--- src/rtl/mck_pkg.sv ---
// Shared types, element lengths and the character code table of the Morse keyer.
package mck_pkg;

  localparam int unsigned QUEUE_DEPTH = 2;

  localparam logic [3:0] LEN_DOT      = 4'd1;
  localparam logic [3:0] LEN_DASH     = 4'd3;
  localparam logic [3:0] LEN_GAP      = 4'd1;
  localparam logic [3:0] LEN_CHAR_GAP = 4'd3;
  localparam logic [3:0] LEN_SPACE    = 4'd12;

  // One keyed character: marks left-aligned in pat, bit 5 first, 1 = dash.
  typedef struct packed {
    logic       space;
    logic [2:0] marks;
    logic [5:0] pat;
  } entry_t;

  typedef struct packed {
    logic   known;
    entry_t entry;
  } class_t;

  function automatic class_t classify(input logic [7:0] char_code);
    logic [7:0] c;
    class_t     r;
    c = char_code;
    r = '0;
    r.known = 1'b1;
    // fold lower case letters onto upper case
    if (c >= 8'h61 && c <= 8'h7a) c = c - 8'd32;
    unique case (c)
      8'h20: r.entry.space = 1'b1;
      8'h41: r.entry = '{1'b0, 3'd2, 6'b010000}; // A
      8'h42: r.entry = '{1'b0, 3'd4, 6'b100000}; // B
      8'h43: r.entry = '{1'b0, 3'd4, 6'b101000}; // C
      8'h44: r.entry = '{1'b0, 3'd3, 6'b100000}; // D
      8'h45: r.entry = '{1'b0, 3'd1, 6'b000000}; // E
      8'h46: r.entry = '{1'b0, 3'd4, 6'b001000}; // F
      8'h47: r.entry = '{1'b0, 3'd3, 6'b110000}; // G
      8'h48: r.entry = '{1'b0, 3'd4, 6'b000000}; // H
      8'h49: r.entry = '{1'b0, 3'd2, 6'b000000}; // I
      8'h4a: r.entry = '{1'b0, 3'd4, 6'b011100}; // J
      8'h4b: r.entry = '{1'b0, 3'd3, 6'b101000}; // K
      8'h4c: r.entry = '{1'b0, 3'd4, 6'b010000}; // L
      8'h4d: r.entry = '{1'b0, 3'd2, 6'b110000}; // M
      8'h4e: r.entry = '{1'b0, 3'd2, 6'b100000}; // N
      8'h4f: r.entry = '{1'b0, 3'd3, 6'b111000}; // O
      8'h50: r.entry = '{1'b0, 3'd4, 6'b011000}; // P
      8'h51: r.entry = '{1'b0, 3'd4, 6'b110100}; // Q
      8'h52: r.entry = '{1'b0, 3'd3, 6'b010000}; // R
      8'h53: r.entry = '{1'b0, 3'd3, 6'b000000}; // S
      8'h54: r.entry = '{1'b0, 3'd1, 6'b100000}; // T
      8'h55: r.entry = '{1'b0, 3'd3, 6'b001000}; // U
      8'h56: r.entry = '{1'b0, 3'd4, 6'b000100}; // V
      8'h57: r.entry = '{1'b0, 3'd3, 6'b011000}; // W
      8'h58: r.entry = '{1'b0, 3'd4, 6'b100100}; // X
      8'h59: r.entry = '{1'b0, 3'd4, 6'b101100}; // Y
      8'h5a: r.entry = '{1'b0, 3'd4, 6'b110000}; // Z
      8'h30: r.entry = '{1'b0, 3'd5, 6'b111110}; // 0
      8'h31: r.entry = '{1'b0, 3'd5, 6'b011110}; // 1
      8'h32: r.entry = '{1'b0, 3'd5, 6'b001110}; // 2
      8'h33: r.entry = '{1'b0, 3'd5, 6'b000110}; // 3
      8'h34: r.entry = '{1'b0, 3'd5, 6'b000010}; // 4
      8'h35: r.entry = '{1'b0, 3'd5, 6'b000000}; // 5
      8'h36: r.entry = '{1'b0, 3'd5, 6'b100000}; // 6
      8'h37: r.entry = '{1'b0, 3'd5, 6'b110000}; // 7
      8'h38: r.entry = '{1'b0, 3'd5, 6'b111000}; // 8
      8'h39: r.entry = '{1'b0, 3'd5, 6'b111100}; // 9
      8'ha4, 8'ha5: r.entry = '{1'b0, 3'd5, 6'b110110}; // n tilde
      8'h2e: r.entry = '{1'b0, 3'd6, 6'b010101}; // period
      8'h2c: r.entry = '{1'b0, 3'd6, 6'b110011}; // comma
      8'h3f: r.entry = '{1'b0, 3'd6, 6'b001100}; // question mark
      8'h21: r.entry = '{1'b0, 3'd6, 6'b101011}; // exclamation
      8'h22: r.entry = '{1'b0, 3'd6, 6'b010010}; // double quote
      default: r.known = 1'b0;
    endcase
    return r;
  endfunction

endpackage

--- src/rtl/morse_char_keyer_top.sv ---
// Top level of the Morse character keyer: front end, queue and element sequencer.
//
// Input channel (in_valid / in_stall / in_char_code): one character byte per
// transfer. Letters of either case, digits, n tilde (164, 165), . , ? ! " and
// space are keyed; any other byte is taken and produces nothing.
// Output channel (out_valid / out_stall / out_*): one element per transfer,
// tone or silence with a length in dot units; out_last marks the final element
// of a character. A character with n marks gives 2n elements, a space one.
// Throughput: while characters are queued and out_stall is low, the sequencer
// issues one element per cycle; input transfers are accepted while the queue
// has room.
// When the sequencer is idle, a transfer passes through the queue, the
// sequencer registers and the output register before its first element appears.
// Reset empties the queue, idles the sequencer and clears out_valid.
// When out_stall is high while out_valid is set the output register holds; the
// queue then fills and in_stall rises once it is full.
module morse_char_keyer_top #(
  parameter int unsigned QUEUE_DEPTH = mck_pkg::QUEUE_DEPTH
) (
  input  logic       clk,
  input  logic       rst_n,
  input  logic       in_valid,
  output logic       in_stall,
  input  logic [7:0] in_char_code,
  output logic       out_valid,
  input  logic       out_stall,
  output logic       out_tone_on,
  output logic [3:0] out_length_units,
  output logic       out_last
);
  import mck_pkg::*;

  logic   q_full, q_empty, push, pop;
  entry_t push_entry, q_head;

  mck_front u_front (
    .in_valid     (in_valid),
    .in_stall     (in_stall),
    .in_char_code (in_char_code),
    .q_full       (q_full),
    .push         (push),
    .push_entry   (push_entry)
  );

  mck_queue #(
    .DEPTH (QUEUE_DEPTH)
  ) u_queue (
    .clk        (clk),
    .rst_n      (rst_n),
    .push       (push),
    .push_entry (push_entry),
    .pop        (pop),
    .full       (q_full),
    .empty      (q_empty),
    .head       (q_head)
  );

  mck_back u_back (
    .clk              (clk),
    .rst_n            (rst_n),
    .q_empty          (q_empty),
    .q_head           (q_head),
    .pop              (pop),
    .out_valid        (out_valid),
    .out_stall        (out_stall),
    .out_tone_on      (out_tone_on),
    .out_length_units (out_length_units),
    .out_last         (out_last)
  );

endmodule

--- src/rtl/mck_front.sv ---
// Front end: takes character transfers, classifies them and pushes known ones to the queue.
module mck_front (
  input  logic            in_valid,
  output logic            in_stall,
  input  logic [7:0]      in_char_code,
  input  logic            q_full,
  output logic            push,
  output mck_pkg::entry_t push_entry
);
  import mck_pkg::*;

  class_t cls;

  always_comb begin
    cls        = classify(in_char_code);
    in_stall   = q_full;
    // drop unknown bytes: accept them but push nothing
    push       = in_valid && !q_full && cls.known;
    push_entry = cls.entry;
  end

endmodule

--- src/rtl/mck_queue.sv ---
// Short queue of classified characters between the front end and the sequencer.
module mck_queue #(
  parameter int unsigned DEPTH = mck_pkg::QUEUE_DEPTH
) (
  input  logic            clk,
  input  logic            rst_n,
  input  logic            push,
  input  mck_pkg::entry_t push_entry,
  input  logic            pop,
  output logic            full,
  output logic            empty,
  output mck_pkg::entry_t head
);
  import mck_pkg::*;

  localparam int unsigned PTR_W = (DEPTH > 1) ? $clog2(DEPTH) : 1;
  localparam int unsigned CNT_W = $clog2(DEPTH + 1);
  localparam logic [PTR_W-1:0] PTR_LAST = PTR_W'(DEPTH - 1);
  localparam logic [CNT_W-1:0] CNT_FULL = CNT_W'(DEPTH);

  entry_t           mem_r [DEPTH];
  logic [PTR_W-1:0] wr_ptr_r, wr_ptr_nxt;
  logic [PTR_W-1:0] rd_ptr_r, rd_ptr_nxt;
  logic [CNT_W-1:0] cnt_r, cnt_nxt;
  logic             do_push, do_pop;

  always_comb begin
    full       = (cnt_r == CNT_FULL);
    empty      = (cnt_r == '0);
    head       = mem_r[rd_ptr_r];
    do_push    = push && !full;
    do_pop     = pop && !empty;
    wr_ptr_nxt = wr_ptr_r;
    rd_ptr_nxt = rd_ptr_r;
    cnt_nxt    = cnt_r;
    if (do_push) wr_ptr_nxt = (wr_ptr_r == PTR_LAST) ? '0 : wr_ptr_r + 1'b1;
    if (do_pop)  rd_ptr_nxt = (rd_ptr_r == PTR_LAST) ? '0 : rd_ptr_r + 1'b1;
    if (do_push && !do_pop)      cnt_nxt = cnt_r + 1'b1;
    else if (!do_push && do_pop) cnt_nxt = cnt_r - 1'b1;
  end

  always_ff @(posedge clk) begin
    if (!rst_n) begin
      wr_ptr_r <= '0;
      rd_ptr_r <= '0;
      cnt_r    <= '0;
    end else begin
      wr_ptr_r <= wr_ptr_nxt;
      rd_ptr_r <= rd_ptr_nxt;
      cnt_r    <= cnt_nxt;
    end
  end

  always_ff @(posedge clk) begin
    if (do_push) mem_r[wr_ptr_r] <= push_entry;
  end

endmodule

--- src/rtl/mck_back.sv ---
// Back end: steps through the marks of one character and drives the element output register.
module mck_back (
  input  logic            clk,
  input  logic            rst_n,
  input  logic            q_empty,
  input  mck_pkg::entry_t q_head,
  output logic            pop,
  output logic            out_valid,
  input  logic            out_stall,
  output logic            out_tone_on,
  output logic [3:0]      out_length_units,
  output logic            out_last
);
  import mck_pkg::*;

  logic       busy_r, busy_nxt;
  logic       phase_r, phase_nxt;   // 0: mark, 1: gap after mark
  logic       space_r, space_nxt;
  logic [2:0] left_r, left_nxt;
  logic [5:0] pat_r, pat_nxt;

  logic       out_valid_r, out_valid_nxt;
  logic       tone_r, tone_nxt;
  logic [3:0] len_r, len_nxt;
  logic       last_r, last_nxt;

  logic       out_load;
  logic       e_tone, e_last;
  logic [3:0] e_len;

  always_comb begin
    // current element
    if (space_r) begin
      e_tone = 1'b0;
      e_len  = LEN_SPACE;
      e_last = 1'b1;
    end else if (!phase_r) begin
      e_tone = 1'b1;
      e_len  = pat_r[5] ? LEN_DASH : LEN_DOT;
      e_last = 1'b0;
    end else begin
      e_tone = 1'b0;
      e_last = (left_r == 3'd1);
      e_len  = e_last ? LEN_CHAR_GAP : LEN_GAP;
    end

    out_load      = !out_valid_r || !out_stall;
    pop           = !q_empty && (!busy_r || (out_load && e_last));

    busy_nxt      = busy_r;
    phase_nxt     = phase_r;
    space_nxt     = space_r;
    left_nxt      = left_r;
    pat_nxt       = pat_r;
    out_valid_nxt = out_valid_r;
    tone_nxt      = tone_r;
    len_nxt       = len_r;
    last_nxt      = last_r;

    if (out_load) begin
      out_valid_nxt = busy_r;
      tone_nxt      = e_tone;
      len_nxt       = e_len;
      last_nxt      = e_last;
      if (busy_r) begin
        // advance: mark to gap, gap to next mark
        if (!phase_r) begin
          phase_nxt = 1'b1;
        end else begin
          phase_nxt = 1'b0;
          pat_nxt   = {pat_r[4:0], 1'b0};
          left_nxt  = left_r - 1'b1;
        end
        if (e_last) busy_nxt = 1'b0;
      end
    end

    if (pop) begin
      busy_nxt  = 1'b1;
      phase_nxt = 1'b0;
      space_nxt = q_head.space;
      left_nxt  = q_head.marks;
      pat_nxt   = q_head.pat;
    end

    out_valid        = out_valid_r;
    out_tone_on      = tone_r;
    out_length_units = len_r;
    out_last         = last_r;
  end

  always_ff @(posedge clk) begin
    if (!rst_n) begin
      busy_r      <= 1'b0;
      phase_r     <= 1'b0;
      out_valid_r <= 1'b0;
    end else begin
      busy_r      <= busy_nxt;
      phase_r     <= phase_nxt;
      out_valid_r <= out_valid_nxt;
    end
  end

  always_ff @(posedge clk) begin
    space_r <= space_nxt;
    left_r  <= left_nxt;
    pat_r   <= pat_nxt;
    tone_r  <= tone_nxt;
    len_r   <= len_nxt;
    last_r  <= last_nxt;
  end

endmodule

--- config.mk ---
export PLATFORM = sky130hd
export DESIGN_NAME = morse_char_keyer_top
export DESIGN_NICKNAME = d
export VERILOG_FILES = /design/src/rtl/mck_pkg.sv /design/src/rtl/morse_char_keyer_top.sv /design/src/rtl/mck_front.sv /design/src/rtl/mck_queue.sv /design/src/rtl/mck_back.sv
export SDC_FILE = /design/constraint.sdc
export NUM_CORES = 1
export LEC_CHECK = 0
export ABC_AREA = 1
export BUFFER_PORTS_ARGS = -buffer_cell sky130_fd_sc_hd__buf_2
export CAP_MARGIN = 25
export CORE_ASPECT_RATIO = 0.75
export CORE_MARGIN = 4
export CORE_UTILIZATION = 57
export CTS_BUF_LIST = sky130_fd_sc_hd__clkbuf_2 sky130_fd_sc_hd__clkbuf_4 sky130_fd_sc_hd__clkbuf_8
export DETAILED_ROUTE_END_ITERATION = 8
export GPL_ROUTABILITY_DRIVEN = 0
export PLACE_DENSITY = 0.8
export SYNTH_ARGS = -nofsm -noshare
export SYNTH_HDL_FRONTEND = slang
export SYNTH_HIERARCHICAL = 1
export SYNTH_SLANG_ARGS = --single-unit
export TNS_END_PERCENT = 20
--- constraint.sdc ---
create_clock -name clk -period 2.3 [get_ports clk]
set_input_delay 0.23 -clock clk [delete_from_list [all_inputs] [get_ports clk]]
set_output_delay 0.23 -clock clk [all_outputs]
set_load 0.1 [all_outputs]
==> run metrics <==
Final nets 420; ANT nets after route 0; # clock sinks 43; Syn Inst Count 319; Crit Path Category in2reg; # diodes 0; proportion of layout cells with a drive suffix above 1 41.73%; dpl cells 446; Worst-Skew Late Latency 0.29 ns; setup violators final 0; Max VDD drop 0.7080 mV; R2R cell count 15; total track usage 24.90%; Fillers 279; Design Power 2.339 mW; Clock Skew 0.003125 ns; CP arrival 2.52 ns; RR Startpoint u_back/left_r[1]$_DFFE_PP_; Leak 1.646 nW; worst-path fanout max 5; Total Wirelength 8410 um; htree depth 2; first drt pass iteration count 6; Ports 20; Die Ht 68.62 um; Slew HR 58.99%; core box area 4598 sq um; wire length per cell 18.20 um; total die area 6095 sq um; R2R setup slack 0.32 ns; status finished clean; via count 2803; Die X-Extent 88.83 um; clk root buf clkbuf_8; Worst setup SP type input pin; GRT overflow 0; CTS buffer count 5; FF+latch count, synth 43; vias in the first global route 2440; WHS 0.2174 ns; syn_area_per_cell 8.754 sq um; Final Hold Vio Count 0; CTS tree built; vias per inst 6.067; Yosys cell types 42; initial core utilization 60.73%; Worst-Margin Slew 0.6072 ns; Final WS setup 0.01603 ns; part of the cycle the worst path needs 99.30%; Fmax 437.8 MHz; first-pass GRT wire length 11410 um; min cycle time layout 2.284 ns; Worst EP required 2.53 ns; drt drc 0; Synth Warn # 6; hold buffer count at CTS 0; post-DP HPWL 5605 um; clk buf depth 2; Max Cap Violations 0; Port Buffer Count 19; Pins Over Slew Limit 0; Clock Pin Slew Worst Setup and Hold Paths 0.08 ns; Layout area overhead 32.62%; Tightest Hold Check Type in2reg; row count 21; Critical Path Source in_char_code[3]; initial antenna violation count 0; Finished Layout Cells 462; post-synthesis cell area 2793 sq um; 1st-iter DRT viols 468; largest net degree at the start of global routing 15; post-place setup slack -0.3468 ns; register area share after synthesis 43.37%; Worst setup EP type register; R2R Path End u_queue/cnt_r[0]$_SDFFE_PN0P_; P per Cell Area 631.7 nW/um^2; crit path to u_queue/cnt_r[0]$_SDFFE_PN0P_; syn nets 335
==> state kept, by name (all words and copies together) (netlist names), named ones only <==
| register | flops |
|---|---|
| u_queue/mem_r | 20 |
| u_back/pat_r | 6 |
| u_back/left_r | 3 |
| u_back/out_length_units | 3 |
| u_queue/cnt_r | 2 |
| u_back/busy_r | 1 |
| u_back/out_last | 1 |
| u_back/out_tone_on | 1 |
| u_back/out_valid | 1 |
| u_back/phase_r | 1 |
| u_back/space_r | 1 |
| u_queue/rd_ptr_r | 1 |
| u_queue/wr_ptr_r | 1 |
==> metal layers <==
layer  wire (um)  GRT usage [%]  vias up
met5           0              0        -
met4         512          7.170        0
met3         960          4.513       80
met2        3710          39.26      225
met1        3227          35.26     1234
li1            -              -     1264
==> layout by cell type, fill, tap and decap left out, types with 7 or more instances in the layout <==
master    instances
a21oi_1          11
buf_2            16
buf_4            62
dfxtp_1           7
edfxtp_1         35
inv_1            37
inv_2             7
mux2_2           10
nand2_1          46
nand2_2           9
nand2_4           8
nand3_1          17
nand3_2          10
nor2_1           37
nor2_4           10
nor3_1           10
o211ai_1          7
==> where the power goes <==
group	total (mW)	switching (mW)	internal [mW]
combinational	0.749	0.520	0.229
sequential	1.01	0.0514	0.963
clock	0.576	0.253	0.323
total	2.34	0.824	1.52
==> final cells by class <==
cell class              instances  area (sq um)  area share (%)
clock buffers                   5         68.82           1.858
clock inverters                 3         43.79           1.182
inverters                      47         183.9           4.966
multi-input cells             225          1503           40.57
flip-flops and latches         43          1212           32.74
well taps                      57         71.32           1.926
repair buffers                 82         620.6           16.76
==> synthesized netlist by cell type, drive strengths merged <==
cell     instances  share of area (%)
a211oi           1               0.27
nand3b           3               0.81
ha               4                1.8
o21ai           11                2.4
o41ai            1               0.31
o211ai           8                2.3
inv             46                6.2
o22ai            2               0.45
xor2             1               0.31
nand2           63                 11
o311ai           1               0.31
clkinv           1               0.13
nor3            10                1.8
nor2            52                9.0
buf              5                1.5
nand3           29                7.1
nand4            8                2.2
o31ai            1               0.27
dfxtp            8                5.7
mux2            10                4.0
or3              1               0.22
nor3b            2               0.72
o2111ai          1               0.31
edfxtp          35                 38
a21oi           15                3.6
==> critical path, stage by stage <==
cell and delay (ns):
buf_8 0.09, inv_2 0.06, nor2_4 0.11, nand2_2 0.10, nand2_4 0.13, nand4_1 0.17, nand2_4 0.15, nor2_8 0.06
nand3_1 0.11, nand3_2 0.12, nor2_1 0.16, nand3_1 0.12, nor2_1 0.12, nor2_1 0.06, o21ai_2 0.09, inv_2 0.08
ha_4 0.28, inv_4 0.04, buf_4 0.13, a21oi_2 0.11
==> stage by stage <==
step | TNS [ns] | area (sq um) | utilization (%)
after CTS | 0 | 3476 | 75.59
after floorplan | -2.246 | 2794 | -
after detailed placement | -4.856 | 3351 | 72.87
final | 0 | 3704 | 80.54
after global placement | -4.501 | 3351 | 72.87
after global routing | -1.214 | 3704 | 80.54
==> logic make-up (layout without fill, tap and decap cells) <==
group,count (synthesis),in the layout,share of synthesized area [%]
AOI/OAI and AO/OA,41,41,10.26
xor gates and xnor gates,1,1,0.3137
adders and majority gates,4,4,1.792
buffers and inverters,52,137,7.840
DFF,43,43,43.37
muxes,10,10,4.032
and+or+nand+nor,168,169,32.39
==> worst min-delay path by stage <==
| stage | from | end | slack [ns] | depth (start not counted) |
|---|---|---|---|---|
| floorplan | rst_n | u_queue/cnt_r[1]$_SDFFE_PN0P_ | 0.35 | 2 |
| global placement | u_queue/rd_ptr_r$_SDFFE_PN0P_ | u_queue/rd_ptr_r$_SDFFE_PN0P_ | 0.48 | 2 |
| detailed placement | u_back/busy_r$_SDFFE_PN0P_ | u_back/out_valid$_SDFFE_PN0P_ | 0.49 | 2 |
| CTS | rst_n | u_queue/cnt_r[1]$_SDFFE_PN0P_ | 0.21 | 3 |
| global route | rst_n | u_queue/cnt_r[0]$_SDFFE_PN0P_ | 0.22 | 3 |
| finish | rst_n | u_queue/cnt_r[0]$_SDFFE_PN0P_ | 0.22 | 3 |
==> timing repair <==
item	4_1_cts	5_1_grt
resized for setup	3	39
endpoints found under the setup margin	2	22
pin swaps	1	24
gates cloned	0	1
setup buffers	0	7
Note: power is estimated with default switching activity, not from simulation.
